<file path="src/rtl/bhs_pkg.sv">
package bhs_pkg;

  localparam int SENSOR_COUNT_DEF = 6;

  localparam int ID_W       = 3;
  localparam int SYS_W      = 8;
  localparam int TEMP_W     = 16;
  localparam int DRAW_W     = 16;
  localparam int TIME_W     = 32;
  localparam int BUDGET_W   = 19;
  localparam int SUM_W      = BUDGET_W + 1;
  localparam int MASK_W     = 8;
  localparam int CFG_IDX_W  = 3;
  localparam int CFG_DATA_W = 32;
  localparam int ALU_W      = TIME_W + 2;

  // Lost sensors read one degree above the heat threshold
  localparam logic signed [TEMP_W-1:0] LOST_OFFSET = 16'sd16;

  localparam logic [SYS_W-1:0]           OWN_SYS_RST      = 8'd1;
  localparam logic signed [TEMP_W-1:0]   HEAT_ON_RST      = 16'sd0;
  localparam logic signed [TEMP_W-1:0]   THR_ABOVE_RST    = 16'sd960;
  localparam logic signed [TEMP_W-1:0]   RESTORE_BELOW_RST = 16'sd800;
  localparam logic [BUDGET_W-1:0]        BUDGET_RST       = 19'd1;
  localparam logic [TIME_W-1:0]          STALE_AFTER_RST  = 32'd10000;
  localparam logic signed [TEMP_W-1:0]   TEMP_RST         = HEAT_ON_RST + LOST_OFFSET;

  typedef enum logic [1:0] {
    CMD_REPORT  = 2'd0,
    CMD_CURRENT = 2'd1,
    CMD_TICK    = 2'd2
  } cmd_e;

  typedef enum logic [CFG_IDX_W-1:0] {
    REG_OWN_SYS       = 3'd0,
    REG_HEAT_ON       = 3'd1,
    REG_THR_ABOVE     = 3'd2,
    REG_RESTORE_BELOW = 3'd3,
    REG_BUDGET        = 3'd4,
    REG_STALE_AFTER   = 3'd5
  } reg_idx_e;

  typedef struct packed {
    logic [1:0]               command;
    logic [SYS_W-1:0]         source_system;
    logic [ID_W-1:0]          sensor_id;
    logic signed [TEMP_W-1:0] reading;
    logic                     reading_valid;
    logic [DRAW_W-1:0]        heater_current_ma;
    logic [TIME_W-1:0]        time_ms;
  } in_item_t;

  typedef struct packed {
    logic [MASK_W-1:0]   heater_on_mask;
    logic                radio_throttled;
    logic [BUDGET_W-1:0] total_current_ma;
    logic [MASK_W-1:0]   stale_mask;
  } out_item_t;

endpackage

</file>
<file path="src/rtl/bhs_if.sv">
interface bhs_in_if import bhs_pkg::*; ();
  logic     valid;
  logic     ready;
  in_item_t data;

  modport source (output valid, output data, input ready);
  modport sink (input valid, input data, output ready);
endinterface

interface bhs_out_if import bhs_pkg::*; ();
  logic      valid;
  logic      ready;
  out_item_t data;

  modport source (output valid, output data, input ready);
  modport sink (input valid, input data, output ready);
endinterface

interface bhs_cfg_if import bhs_pkg::*; ();
  logic                  valid;
  logic                  ready;
  logic [CFG_IDX_W-1:0]  index;
  logic [CFG_DATA_W-1:0] data;

  modport source (output valid, output index, output data, input ready);
  modport sink (input valid, input index, input data, output ready);
endinterface

</file>
<file path="src/rtl/budgeted_heater_scheduler.sv">
// Budgeted heater scheduler. Temperature reports and heater-current writes
// finish in the cycle they are accepted and give no result. A control tick
// gives one result transaction and keeps the input side not ready while it
// runs; its final step waits while an earlier result has not been taken.
// One shared 34-bit add/subtract unit first checks each sensor's age (two
// steps per sensor), then picks the coldest remaining sensor by a linear
// scan (N steps for N = SENSOR_COUNT sensors) followed by a threshold
// check, a current sum and a budget check for that sensor.
// Equal temperatures keep index order.
// A finished result sits in an output register, so new transactions are
// accepted while it waits to be taken. The configuration port is always ready.
module budgeted_heater_scheduler import bhs_pkg::*; #(
  parameter int SENSOR_COUNT = SENSOR_COUNT_DEF
) (
  input  logic      clk_i,
  input  logic      rst_ni,
  bhs_in_if.sink    in_if,
  bhs_out_if.source out_if,
  bhs_cfg_if.sink   cfg_if
);

  localparam int IDX_W = (SENSOR_COUNT > 1) ? $clog2(SENSOR_COUNT) : 1;
  localparam int IDW1  = ID_W + 1;
  localparam logic [IDX_W-1:0] LAST_IDX = IDX_W'(SENSOR_COUNT - 1);

  typedef enum logic [7:0] {
    ST_IDLE  = 8'b0000_0001,
    ST_AGE   = 8'b0000_0010,
    ST_STALE = 8'b0000_0100,
    ST_SCAN  = 8'b0000_1000,
    ST_COLD  = 8'b0001_0000,
    ST_SUM   = 8'b0010_0000,
    ST_FIT   = 8'b0100_0000,
    ST_OUT   = 8'b1000_0000
  } state_e;

  state_e state_q, state_d;

  // Configuration registers
  logic [SYS_W-1:0]         own_sys_q;
  logic signed [TEMP_W-1:0] heat_on_q;
  logic signed [TEMP_W-1:0] thr_above_q;
  logic signed [TEMP_W-1:0] restore_below_q;
  logic [BUDGET_W-1:0]      budget_q;
  logic [TIME_W-1:0]        stale_after_q;

  // Per-sensor state
  logic signed [TEMP_W-1:0] temp_q [SENSOR_COUNT];
  logic [TIME_W-1:0]        last_q [SENSOR_COUNT];
  logic [DRAW_W-1:0]        draw_q [SENSOR_COUNT];
  logic [SENSOR_COUNT-1:0]  en_q;
  logic                     throttle_q;

  // Tick working registers
  logic [TIME_W-1:0]        now_q;
  logic [TIME_W-1:0]        age_q;
  logic [IDX_W-1:0]         j_q;
  logic [IDX_W-1:0]         pick_q;
  logic [SENSOR_COUNT-1:0]  picked_q;
  logic [SENSOR_COUNT-1:0]  stale_q;
  logic [IDX_W-1:0]         best_q;
  logic signed [TEMP_W-1:0] best_temp_q;
  logic                     best_vld_q;
  logic                     cold_q;
  logic [BUDGET_W-1:0]      total_q;
  logic [SUM_W-1:0]         sum_q;

  logic      out_vld_q;
  out_item_t out_q;

  // Shared add/subtract unit
  logic             alu_sub;
  logic [ALU_W-1:0] alu_a, alu_b, alu_res;
  logic             alu_neg;

  logic                     in_fire, cfg_fire;
  logic                     id_ok, j_last, take_best;
  logic [IDX_W-1:0]         in_idx;
  logic [TEMP_W:0]          lost_sum;
  logic signed [TEMP_W-1:0] lost_temp;

  assign in_if.ready  = (state_q == ST_IDLE);
  assign cfg_if.ready = 1'b1;
  assign out_if.valid = out_vld_q;
  assign out_if.data  = out_q;

  assign in_fire  = in_if.valid && in_if.ready;
  assign cfg_fire = cfg_if.valid && cfg_if.ready;
  assign id_ok    = IDW1'(in_if.data.sensor_id) < IDW1'(SENSOR_COUNT);
  assign in_idx   = in_if.data.sensor_id[IDX_W-1:0];
  assign j_last   = (j_q == LAST_IDX);

  // Saturate threshold plus one degree at the top of the signed range
  assign lost_sum  = {heat_on_q[TEMP_W-1], heat_on_q} + {{1{LOST_OFFSET[TEMP_W-1]}}, LOST_OFFSET};
  assign lost_temp = (!lost_sum[TEMP_W] && lost_sum[TEMP_W-1]) ?
                     {1'b0, {(TEMP_W-1){1'b1}}} : lost_sum[TEMP_W-1:0];

  // Operand select for the shared unit
  always_comb begin
    alu_sub = 1'b1;
    alu_a   = '0;
    alu_b   = '0;
    case (state_q)
      ST_AGE: begin
        alu_a = ALU_W'(now_q);
        alu_b = ALU_W'(last_q[j_q]);
      end
      ST_STALE: begin
        // Negative means age exceeds the limit
        alu_a = ALU_W'(stale_after_q);
        alu_b = ALU_W'(age_q);
      end
      ST_SCAN: begin
        alu_a = ALU_W'(signed'(temp_q[j_q]));
        alu_b = ALU_W'(signed'(best_temp_q));
      end
      ST_COLD: begin
        alu_a = ALU_W'(signed'(best_temp_q));
        alu_b = ALU_W'(signed'(heat_on_q));
      end
      ST_SUM: begin
        alu_sub = 1'b0;
        alu_a   = ALU_W'(total_q);
        alu_b   = ALU_W'(draw_q[best_q]);
      end
      ST_FIT: begin
        alu_a = ALU_W'(sum_q);
        alu_b = ALU_W'(budget_q);
      end
      default: begin
        alu_sub = 1'b1;
      end
    endcase
  end

  assign alu_res = alu_a + (alu_sub ? ~alu_b : alu_b) + ALU_W'(alu_sub);
  assign alu_neg = alu_res[ALU_W-1];

  // First unpicked sensor, or a strictly colder one, becomes the candidate
  assign take_best = !picked_q[j_q] && (!best_vld_q || alu_neg);

  always_comb begin
    state_d = state_q;
    case (state_q)
      ST_IDLE: begin
        if (in_fire && (in_if.data.command == CMD_TICK)) begin
          state_d = ST_AGE;
        end
      end
      ST_AGE:   state_d = ST_STALE;
      ST_STALE: state_d = j_last ? ST_SCAN : ST_AGE;
      ST_SCAN:  state_d = j_last ? ST_COLD : ST_SCAN;
      ST_COLD:  state_d = ST_SUM;
      ST_SUM:   state_d = ST_FIT;
      ST_FIT:   state_d = (pick_q == LAST_IDX) ? ST_OUT : ST_SCAN;
      ST_OUT: begin
        if (!out_vld_q || out_if.ready) begin
          state_d = ST_IDLE;
        end
      end
      default:  state_d = ST_IDLE;
    endcase
  end

  always_ff @(posedge clk_i or negedge rst_ni) begin
    if (!rst_ni) begin
      state_q <= ST_IDLE;
    end else begin
      state_q <= state_d;
    end
  end

  // Configuration writes
  always_ff @(posedge clk_i or negedge rst_ni) begin
    if (!rst_ni) begin
      own_sys_q       <= OWN_SYS_RST;
      heat_on_q       <= HEAT_ON_RST;
      thr_above_q     <= THR_ABOVE_RST;
      restore_below_q <= RESTORE_BELOW_RST;
      budget_q        <= BUDGET_RST;
      stale_after_q   <= STALE_AFTER_RST;
    end else if (cfg_fire) begin
      case (reg_idx_e'(cfg_if.index))
        REG_OWN_SYS:       own_sys_q       <= cfg_if.data[SYS_W-1:0];
        REG_HEAT_ON:       heat_on_q       <= cfg_if.data[TEMP_W-1:0];
        REG_THR_ABOVE:     thr_above_q     <= cfg_if.data[TEMP_W-1:0];
        REG_RESTORE_BELOW: restore_below_q <= cfg_if.data[TEMP_W-1:0];
        REG_BUDGET:        budget_q        <= cfg_if.data[BUDGET_W-1:0];
        REG_STALE_AFTER:   stale_after_q   <= cfg_if.data[TIME_W-1:0];
        default: begin
          // Drop writes to unknown registers
        end
      endcase
    end
  end

  // Sensor state, tick sequencing and the output register
  always_ff @(posedge clk_i or negedge rst_ni) begin
    if (!rst_ni) begin
      for (int i = 0; i < SENSOR_COUNT; i++) begin
        temp_q[i] <= TEMP_RST;
        last_q[i] <= '0;
        draw_q[i] <= '0;
      end
      en_q        <= '0;
      throttle_q  <= 1'b0;
      j_q         <= '0;
      pick_q      <= '0;
      picked_q    <= '0;
      stale_q     <= '0;
      best_vld_q  <= 1'b0;
      out_vld_q   <= 1'b0;
      now_q       <= '0;
      age_q       <= '0;
      best_q      <= '0;
      best_temp_q <= '0;
      cold_q      <= 1'b0;
      total_q     <= '0;
      sum_q       <= '0;
      out_q       <= '0;
    end else begin
      // The final step reloads the output register itself
      if (out_vld_q && out_if.ready && (state_q != ST_OUT)) begin
        out_vld_q <= 1'b0;
      end
      case (state_q)
        ST_IDLE: begin
          if (in_fire) begin
            case (cmd_e'(in_if.data.command))
              CMD_REPORT: begin
                if (id_ok && (in_if.data.source_system == own_sys_q) &&
                    in_if.data.reading_valid) begin
                  temp_q[in_idx] <= in_if.data.reading;
                  last_q[in_idx] <= in_if.data.time_ms;
                end
              end
              CMD_CURRENT: begin
                if (id_ok) begin
                  draw_q[in_idx] <= in_if.data.heater_current_ma;
                end
              end
              CMD_TICK: begin
                // Restore test wins when both thresholds hold
                if (temp_q[0] < restore_below_q) begin
                  throttle_q <= 1'b0;
                end else if (temp_q[0] > thr_above_q) begin
                  throttle_q <= 1'b1;
                end
                now_q      <= in_if.data.time_ms;
                j_q        <= '0;
                pick_q     <= '0;
                picked_q   <= '0;
                stale_q    <= '0;
                best_vld_q <= 1'b0;
                total_q    <= '0;
              end
              default: begin
                // Ignore unknown commands
              end
            endcase
          end
        end
        ST_AGE: begin
          age_q <= alu_res[TIME_W-1:0];
        end
        ST_STALE: begin
          if (alu_neg) begin
            temp_q[j_q]  <= lost_temp;
            stale_q[j_q] <= 1'b1;
          end
          j_q <= j_last ? '0 : j_q + 1'b1;
        end
        ST_SCAN: begin
          if (take_best) begin
            best_q      <= j_q;
            best_temp_q <= temp_q[j_q];
            best_vld_q  <= 1'b1;
          end
          j_q <= j_last ? '0 : j_q + 1'b1;
        end
        ST_COLD: begin
          cold_q <= alu_neg;
        end
        ST_SUM: begin
          sum_q <= alu_res[SUM_W-1:0];
        end
        ST_FIT: begin
          // Enable only a cold heater whose draw keeps the sum under budget
          if (cold_q && alu_neg) begin
            en_q[best_q] <= 1'b1;
            total_q      <= sum_q[BUDGET_W-1:0];
          end else begin
            en_q[best_q] <= 1'b0;
          end
          picked_q[best_q] <= 1'b1;
          best_vld_q       <= 1'b0;
          pick_q           <= pick_q + 1'b1;
        end
        ST_OUT: begin
          if (!out_vld_q || out_if.ready) begin
            out_vld_q              <= 1'b1;
            out_q.heater_on_mask   <= MASK_W'(en_q);
            out_q.radio_throttled  <= throttle_q;
            out_q.total_current_ma <= total_q;
            out_q.stale_mask       <= MASK_W'(stale_q);
          end
        end
        default: begin
          j_q <= '0;
        end
      endcase
    end
  end

endmodule

</file>
<file path="src/flat_wrapper.sv">
// flat-port wrapper written by rule: the top's interface ports become plain ports
module budgeted_heater_scheduler_flat import bhs_pkg::*;
#(
  parameter int SENSOR_COUNT = SENSOR_COUNT_DEF
)
  (clk_i, rst_ni, in_if_valid, in_if_data, in_if_ready, out_if_valid, out_if_data, out_if_ready, cfg_if_valid, cfg_if_index, cfg_if_data, cfg_if_ready);
  bhs_in_if in_if_i ();
  bhs_out_if out_if_i ();
  bhs_cfg_if cfg_if_i ();
  input  logic clk_i;
  input  logic rst_ni;
  input wire logic [$bits(in_if_i.valid)-1:0] in_if_valid;
  input wire logic [$bits(in_if_i.data)-1:0] in_if_data;
  output wire logic [$bits(in_if_i.ready)-1:0] in_if_ready;
  output wire logic [$bits(out_if_i.valid)-1:0] out_if_valid;
  output wire logic [$bits(out_if_i.data)-1:0] out_if_data;
  input wire logic [$bits(out_if_i.ready)-1:0] out_if_ready;
  input wire logic [$bits(cfg_if_i.valid)-1:0] cfg_if_valid;
  input wire logic [$bits(cfg_if_i.index)-1:0] cfg_if_index;
  input wire logic [$bits(cfg_if_i.data)-1:0] cfg_if_data;
  output wire logic [$bits(cfg_if_i.ready)-1:0] cfg_if_ready;
  assign in_if_i.valid = in_if_valid;
  assign in_if_i.data = in_if_data;
  assign in_if_ready = in_if_i.ready;
  assign out_if_valid = out_if_i.valid;
  assign out_if_data = out_if_i.data;
  assign out_if_i.ready = out_if_ready;
  assign cfg_if_i.valid = cfg_if_valid;
  assign cfg_if_i.index = cfg_if_index;
  assign cfg_if_i.data = cfg_if_data;
  assign cfg_if_ready = cfg_if_i.ready;
  budgeted_heater_scheduler #(.SENSOR_COUNT(SENSOR_COUNT)) u_core (.clk_i(clk_i), .rst_ni(rst_ni), .in_if(in_if_i), .out_if(out_if_i), .cfg_if(cfg_if_i));
endmodule
</file>
<file path="config.mk">
export PLATFORM = sky130hd
export DESIGN_NAME = budgeted_heater_scheduler_flat
export DESIGN_NICKNAME = d
export VERILOG_FILES = /design/src/rtl/bhs_pkg.sv /design/src/rtl/bhs_if.sv /design/src/rtl/budgeted_heater_scheduler.sv /design/src/flat_wrapper.sv
export SDC_FILE = /design/constraint.sdc
export NUM_CORES = 1
export LEC_CHECK = 0
export ABC_AREA = 1
export BUFFER_PORTS_ARGS = -buffer_cell sky130_fd_sc_hd__buf_2
export CORE_UTILIZATION = 35
export DETAILED_ROUTE_END_ITERATION = 8
export SYNTH_ARGS = -nofsm -noshare
export SYNTH_HDL_FRONTEND = slang
export SYNTH_SLANG_ARGS = --single-unit
</file>
<file path="constraint.sdc">
create_clock -name clk_i -period 7.9 [get_ports clk_i]
set_input_delay 0.79 -clock clk_i [delete_from_list [all_inputs] [get_ports clk_i]]
set_output_delay 0.79 -clock clk_i [all_outputs]
set_load 0.01 [all_outputs]
</file>
==> impl_metrics.csv, run 1 <==
group,metric,value,unit
run_status,status,"completed",
power,p_switching,4540,uW
placed_design,globalplace.congestion,0.974,
critical_path,critPathKind,"flip-flop to flip-flop",
synth,syn_avg_cell_area,8.22,sq um
power,p_per_area,315,nW/um^2
timing,worst_pin_slew,1.30,ns
critical_path,crit_slowest_cell,"nand3_1",
synth,syn-cell-area,33700,sq um
critical_path,cp_cell_sequence,"buf_4, nand2_1, nor2_4, buf_4, buf_4, a22oi_1, a21oi_1, a2111oi_0, ha_1, nand2_1, o21ai_0, o21bai_1, a21oi_1, nor2_1, nor2_1, nand3_1, nand2_2, inv_1, nand3_1, o21ai_0",
routing,drc,0,
floorplan,fp.dieArea,97600,sq um
final_layout,area_growth,13.7,%
synth,synthAdderAreaFrac,2.51,%
routing,num_vias,29429,
cts,post_cts_resized,0,
synth,yosysWarnings,0,
grt,grt_pass1_vias,28480,
critical_path,cp-startpoint,"u_core.j_q[0]",
timing,timing.fmax,157,MHz
critical_path,cp_num_buf_inv,4,
timing,max_slew_margin,13.4,%
synth,synth_xor_area_share,0.753,%
synth,synthCells,4102,
timing,fin_skew,0.0324,ns
synth,synth.area.mux_share,1.03,%
routing,vias_per_cell,5.37,
critical_path,cpMostUsedCell,"buf_4",
synth,ys_ff_latch,681,
synth,synth-main-ff-cell,"dfrtp_1",
final_layout,diodes,0,
grt,grt_pass1_wl,175000,um
cts,cts.htree.levels,3,
final_layout,drive_gt1_share,10.9,%
synth,synth_cell_types,57,
floorplan,initial_core_util,35.4,%
critical_path,rr_startpoint,"u_core.j_q[0]",
cts,numCtsBuffers,76,
cts,clk_path_buf_depth,3,
power,p_seq_share,36.5,%
critical_path,critPathMaxStageDelay,0.89,ns
cts,cts_hold_buffers,0,
routing,antenna_left,0,
routing,first_pass_iters,7,
timing,period_minus_slack,6.35,ns
timing,finalCritPeriodShare,80.4,%
cts,clk_latency,0.64,ns
critical_path,worst-path-stages,20,
critical_path,cp.required,8.41,ns
power,power,12100,uW
power,leakagePower,0.0186,uW
power,p_int,7530,uW
timing,setup_viol,0,
grt,grt_max_degree,182,
floorplan,die_height,312,um
routing,drt_iter0_markers,2764,
cts,cts_root_buf,"clkbuf_16",
critical_path,reg2reg_depth,20,
grt,antenna_found_initial,5,
synth,synth-simple-area-share,20.4,%
placed_design,port-buffer-count,151,
grt,overflow,0,
grt,grt_use_total,23.2,%
synth,yosysSeqAreaShare,50.6,%
floorplan,fp-row-count,113,
final_layout,nets,4341,
cts,cts.sinks,681,
critical_path,critPathCaptureType,"flip-flop",
cts,clk_pin_slew,0.06,ns
synth,synth-edff-count,0,
timing,timing_max_transition_violations_final,0,
floorplan,die_w,312,um
power,p_clk_share,32.3,%
cts,cts_tree,"built",
critical_path,worstPathMaxFanout,57,
critical_path,cpLargestDelayFamily,"simple AND/OR/NAND/NOR gates",
floorplan,io-pin-count,157,
critical_path,cp-start-kind,"flip-flop",
synth,synth-compound-area-share,18.5,%
placed_design,dp_hpwl,79300,um
floorplan,core_area,95300,sq um
flow_run,drv_cap,0,
hold_path,hold_path.class,"primary input to asynchronous set/reset pin",
timing,rsz0062_at_grt,"false",
power,combinationalPowerShare,31.2,%
routing,post_drt_wl_per_cell,20.7,um
synth,synth_async_sr_flop_share,100,%
synth,synth_top_family_by_area,"simple AND/OR/NAND/NOR gates",
power,p_sw_share,37.6,%
critical_path,crit_arrival,6.86,ns
cts,postCtsSetupBuffers,0,
timing,setup_tns,0,ns
timing,finalHoldViolations,0,
routing,postRouteWirelength,114000,um
power,ir_drop,196,uV
[layout make-up]
class                           count  area [sq um]
Fill cell                        9697         56900
Clock inverter                     31           517
Tap cell                         1265          1580
Inverter                          279          1050
Clock buffer                      108          2220
Timing Repair Buffer              214          1280
Multi-Input combinational cell   2904         14600
Sequential cell                   681         17100
[sequential cells by signal (all words and copies together), names as in the netlist, 16 cells and up, named ones only]
name and count:
u_core.draw_q 96, u_core.now_q 32, u_core.temp_q 96, u_core.stale_after_q 32, u_core.last_q 192, u_core.heat_on_q 16, u_core.thr_above_q 16, u_core.age_q 32
u_core.sum_q 20, u_core.out_if.data 32, u_core.budget_q 19, u_core.total_q 19, u_core.restore_below_q 16, u_core.best_temp_q 16
[logic make-up after synthesis]
family,count (synthesis)
adders and majority gates,67
muxes,31
AOI/OAI and AO/OA,1098
and+or+nand+nor,1674
other,2
DFF,681
xor gates and xnor gates,29
buffers and inverters,520
[Yosys cell counts (all sizes together) (31+ instances only)]
master,n,area [sq um]
buf,60,349
nor2,151,589
inv,276,1040
nand4,113,707
nand3,94,536
nand2,1274,4800
o21ai,721,3650
a22oi,105,788
clkbuf,181,679
a21oi,132,661
mux2,31,349
ha,66,826
dfrtp,660,16500
[final timing paths]
| check | to | slack [ns] |
|---|---|---|
| max | u_core.total_q[7] | 1.55 |
| min | u_core.temp_q[59] | 0.24 |
| max reg2reg | u_core.total_q[7] | 1.55 |
| min reg2reg | u_core.temp_q[68] | 0.47 |
| max in group asynchronous | u_core.age_q[22] | 6.03 |
| min in group clk_i | u_core.stale_after_q[20] | 0.38 |
[per-stage QoR]
stage / instance area (sq um) / setup WS (ns) / util (%) / cells / hold WS (ns)
6_report: 38400 / 1.55 / 40.3 / 5482 / 0.243
5_1_grt: 38400 / 1.10 / 40.3 / 5482 / 0.297
4_1_cts: 38400 / 1.65 / 40.3 / 5482 / 0.281
3_5_place_dp: 35600 / 1.68 / 37.4 / 5343 / 0.454
3_3_place_gp: 35600 / 1.89 / 37.4 / 5343 / 0.451
2_1_floorplan: 33700 / 3.75 / - / 4105 / 0.434
[power groups by stage]
stage,logic (uW),registers [uW],clock network [uW]
floorplan,2600,4310,0
global route,4180,4460,4100
global placement,3670,4450,0
CTS,3710,4400,3970
finish,3760,4410,3900
detailed placement,3690,4460,0
[cells in the final DEF, fill, tap and decap left out, types with 17 or more instances in the layout]
cell       synthesis  routed
nand2_1         1267    1259
buf_2             12     150
dfrtp_1          660     659
a2111oi_0         17      17
clkbuf_16          0      77
nor3_1            20      20
nor2_1           146     142
a22oi_1          105     105
nand3_1           87      87
inv_1            262     260
a21oi_1          132     132
mux2_2            31      31
dfstp_2           21      21
nand4_1          113     113
buf_4             19      60
o21ai_0          706     705
ha_1              66      66
clkbuf_8           0      18
a221o_1           18      18
[per-layer routing]
layer  wire length (um)  up-vias  global-route usage [%]
li1                   -    13921                       -
met1              47900    14224                    30.3
met2              53800     1021                    38.2
met3               6730      261                    3.45
met4               5290        2                    10.3
met5                 15        -                       0
No activity file was read; power rests on OpenSTA's default activity.
==> run 2: changes to the inputs <==
==> constraint.sdc (replaced) <==
create_clock -name clk_i -period 6.5 [get_ports clk_i]
set_input_delay 0.65 -clock clk_i [delete_from_list [all_inputs] [get_ports clk_i]]
set_output_delay 0.65 -clock clk_i [all_outputs]
set_load 0.01 [all_outputs]
==> run 2 against run 1 <==
Effect of this change: via count rose by 0.21%; sequential cell count did not move; global-route usage rose by 0.36 points; critical path depth rose by 5; fmax rose by 11%; utilization barely moved; largest cell class unchanged; wire length rose by 1.6%; total power rose by 21%; non-clock buffer count rose by 3; cell count barely moved; worst setup slack got worse by 0.77 ns; clock skew rose by 0.0050 ns.
==> impl_metrics.csv, run 2 (same netlist as run 1, synthesis figures left out) <==
group,metric,value,unit
placed_design,globalplace.congestion,0.934,
routing,drc,0,
cts,cts.htree.levels,3,
critical_path,critPathCaptureType,"flip-flop",
critical_path,worstPathMaxFanout,61,
routing,antenna_left,0,
final_layout,area_growth,13.8,%
routing,num_vias,29491,
critical_path,cp.required,7.03,ns
routing,first_pass_iters,5,
timing,worst_pin_slew,1.14,ns
timing,setup_viol,0,
floorplan,io-pin-count,157,
routing,drt_iter0_markers,3166,
cts,cts.sinks,681,
floorplan,fp-row-count,113,
grt,grt_use_total,23.6,%
floorplan,initial_core_util,35.4,%
final_layout,top_register,"u_core.last_q",
timing,timing.fmax,175,MHz
placed_design,port-buffer-count,151,
grt,antenna_found_initial,5,
final_layout,final_common_cell,"nand2_1",
power,leakagePower,0.0186,uW
grt,grt_pass1_vias,28576,
timing,finalCritPeriodShare,88.0,%
final_layout,drive_gt1_share,10.7,%
cts,clk_path_buf_depth,3,
final_layout,nets,4343,
routing,postRouteWirelength,115000,um
critical_path,cp_num_buf_inv,5,
timing,rsz0062_at_grt,"false",
critical_path,cpLargestDelayFamily,"compound AO/OA/AOI/OAI gates",
cts,post_cts_resized,0,
timing,fin_skew,0.0374,ns
critical_path,cp-start-kind,"flip-flop",
placed_design,dp_hpwl,79900,um
timing,max_slew_margin,23.7,%
flow_run,drv_cap,0,
run_status,status,"completed",
critical_path,rr_startpoint,"u_core.j_q[0]",
critical_path,critPathMaxStageDelay,0.58,ns
routing,vias_per_cell,5.37,
critical_path,crit_slowest_cell,"dfrtp_2",
power,p_per_area,381,nW/um^2
floorplan,fp.dieArea,97600,sq um
cts,cts_root_buf,"clkbuf_16",
hold_path,hold_path.class,"primary input to asynchronous set/reset pin",
floorplan,die_height,312,um
routing,post_drt_wl_per_cell,21.0,um
timing,timing_max_transition_violations_final,0,
final_layout,final_cell_mix,"nand2_1 (1259), o21ai_0 (705), dfrtp_1 (659)",
cts,numCtsBuffers,75,
timing,setup_tns,0,ns
final_layout,final_util,40.3,%
final_layout,largest_reg_flops,192,
grt,grt_pass1_wl,178000,um
floorplan,core_area,95300,sq um
cts,clk_pin_slew,0.06,ns
critical_path,crit_arrival,6.25,ns
cts,clk_latency,0.67,ns
grt,overflow,0,
grt,grt_max_degree,153,
critical_path,critPathKind,"flip-flop to flip-flop",
cts,cts_hold_buffers,0,
timing,finalHoldViolations,0,
final_layout,reg_top3,"u_core.last_q (192), u_core.draw_q (96), u_core.temp_q (96)",
critical_path,cpMostUsedCell,"nand2_1",
timing,period_minus_slack,5.72,ns
cts,cts_tree,"built",
cts,postCtsSetupBuffers,0,
critical_path,cp-startpoint,"u_core.j_q[0]",
floorplan,die_w,312,um
power,ir_drop,267,uV
run 2: changes by cell type in the layout (fill, tap and decap cells not counted), moves of 3 or more:
cell / delta
clkbuf_1: +10
buf_12: +8
buf_4: -5
bufinv_16: -4
clkinv_4: -3
run 2: per-layer routing:
layer / vias up / track usage (%) / part of all wire [%]
met5: - / 0 / 0
met4: 0 / 9.35 / 3.9
li1: 13932 / - / -
met3: 209 / 2.87 / 5.5
met1: 14404 / 31.4 / 43
met2: 946 / 39.0 / 48
run 2: cell type report:
| class | count | area, sq um |
|---|---|---|
| clock inverter | 24 | 407 |
| tap | 1265 | 1580 |
| multi-input combinational | 2904 | 14600 |
| timing repair buffer | 217 | 1400 |
| clock buffer | 116 | 2220 |
| inverter | 279 | 1050 |
| sequential | 681 | 17100 |
| fill | 9766 | 56900 |
| antenna | 1 | 2.50 |
run 2: final timing paths:
path | endpoint | slack (ns) | depth (start not counted)
worst max-delay path | u_core.temp_q[65] | 0.78 | 25
worst min-delay path | u_core.temp_q[72] | 0.08 | 1
worst max register to register | u_core.temp_q[65] | 0.78 | 25
worst min register to register | u_core.temp_q[52] | 0.46 | 2
max in group asynchronous | u_core.stale_after_q[24] | 4.99 | 2
min in group clk_i | u_core.stale_after_q[27] | 0.22 | 2
run 2: stage by stage:
step | total power (uW) | instances | area [sq um] | hold slack [ns] | setup slack [ns]
floorplan | 8400 | 4105 | 33700 | 0.354 | 2.35
global placement | 9970 | 5346 | 35700 | 0.452 | 0.968
detailed placement | 10000 | 5346 | 35700 | 0.454 | 0.903
CTS | 14600 | 5486 | 38400 | 0.120 | 0.869
global route | 15400 | 5486 | 38400 | 0.151 | 0.450
finish | 14600 | 5487 | 38400 | 0.0847 | 0.782
run 2: report_power, final:
group / switching (uW) / internal, uW / total, uW / leakage [uW]
Sequential: 486 / 4900 / 5390 / 0.00916
Clock: 1900 / 2700 / 4590 / 0.00128
Combinational: 3230 / 1390 / 4620 / 0.00813
Total: 5610 / 8990 / 14600 / 0.0186
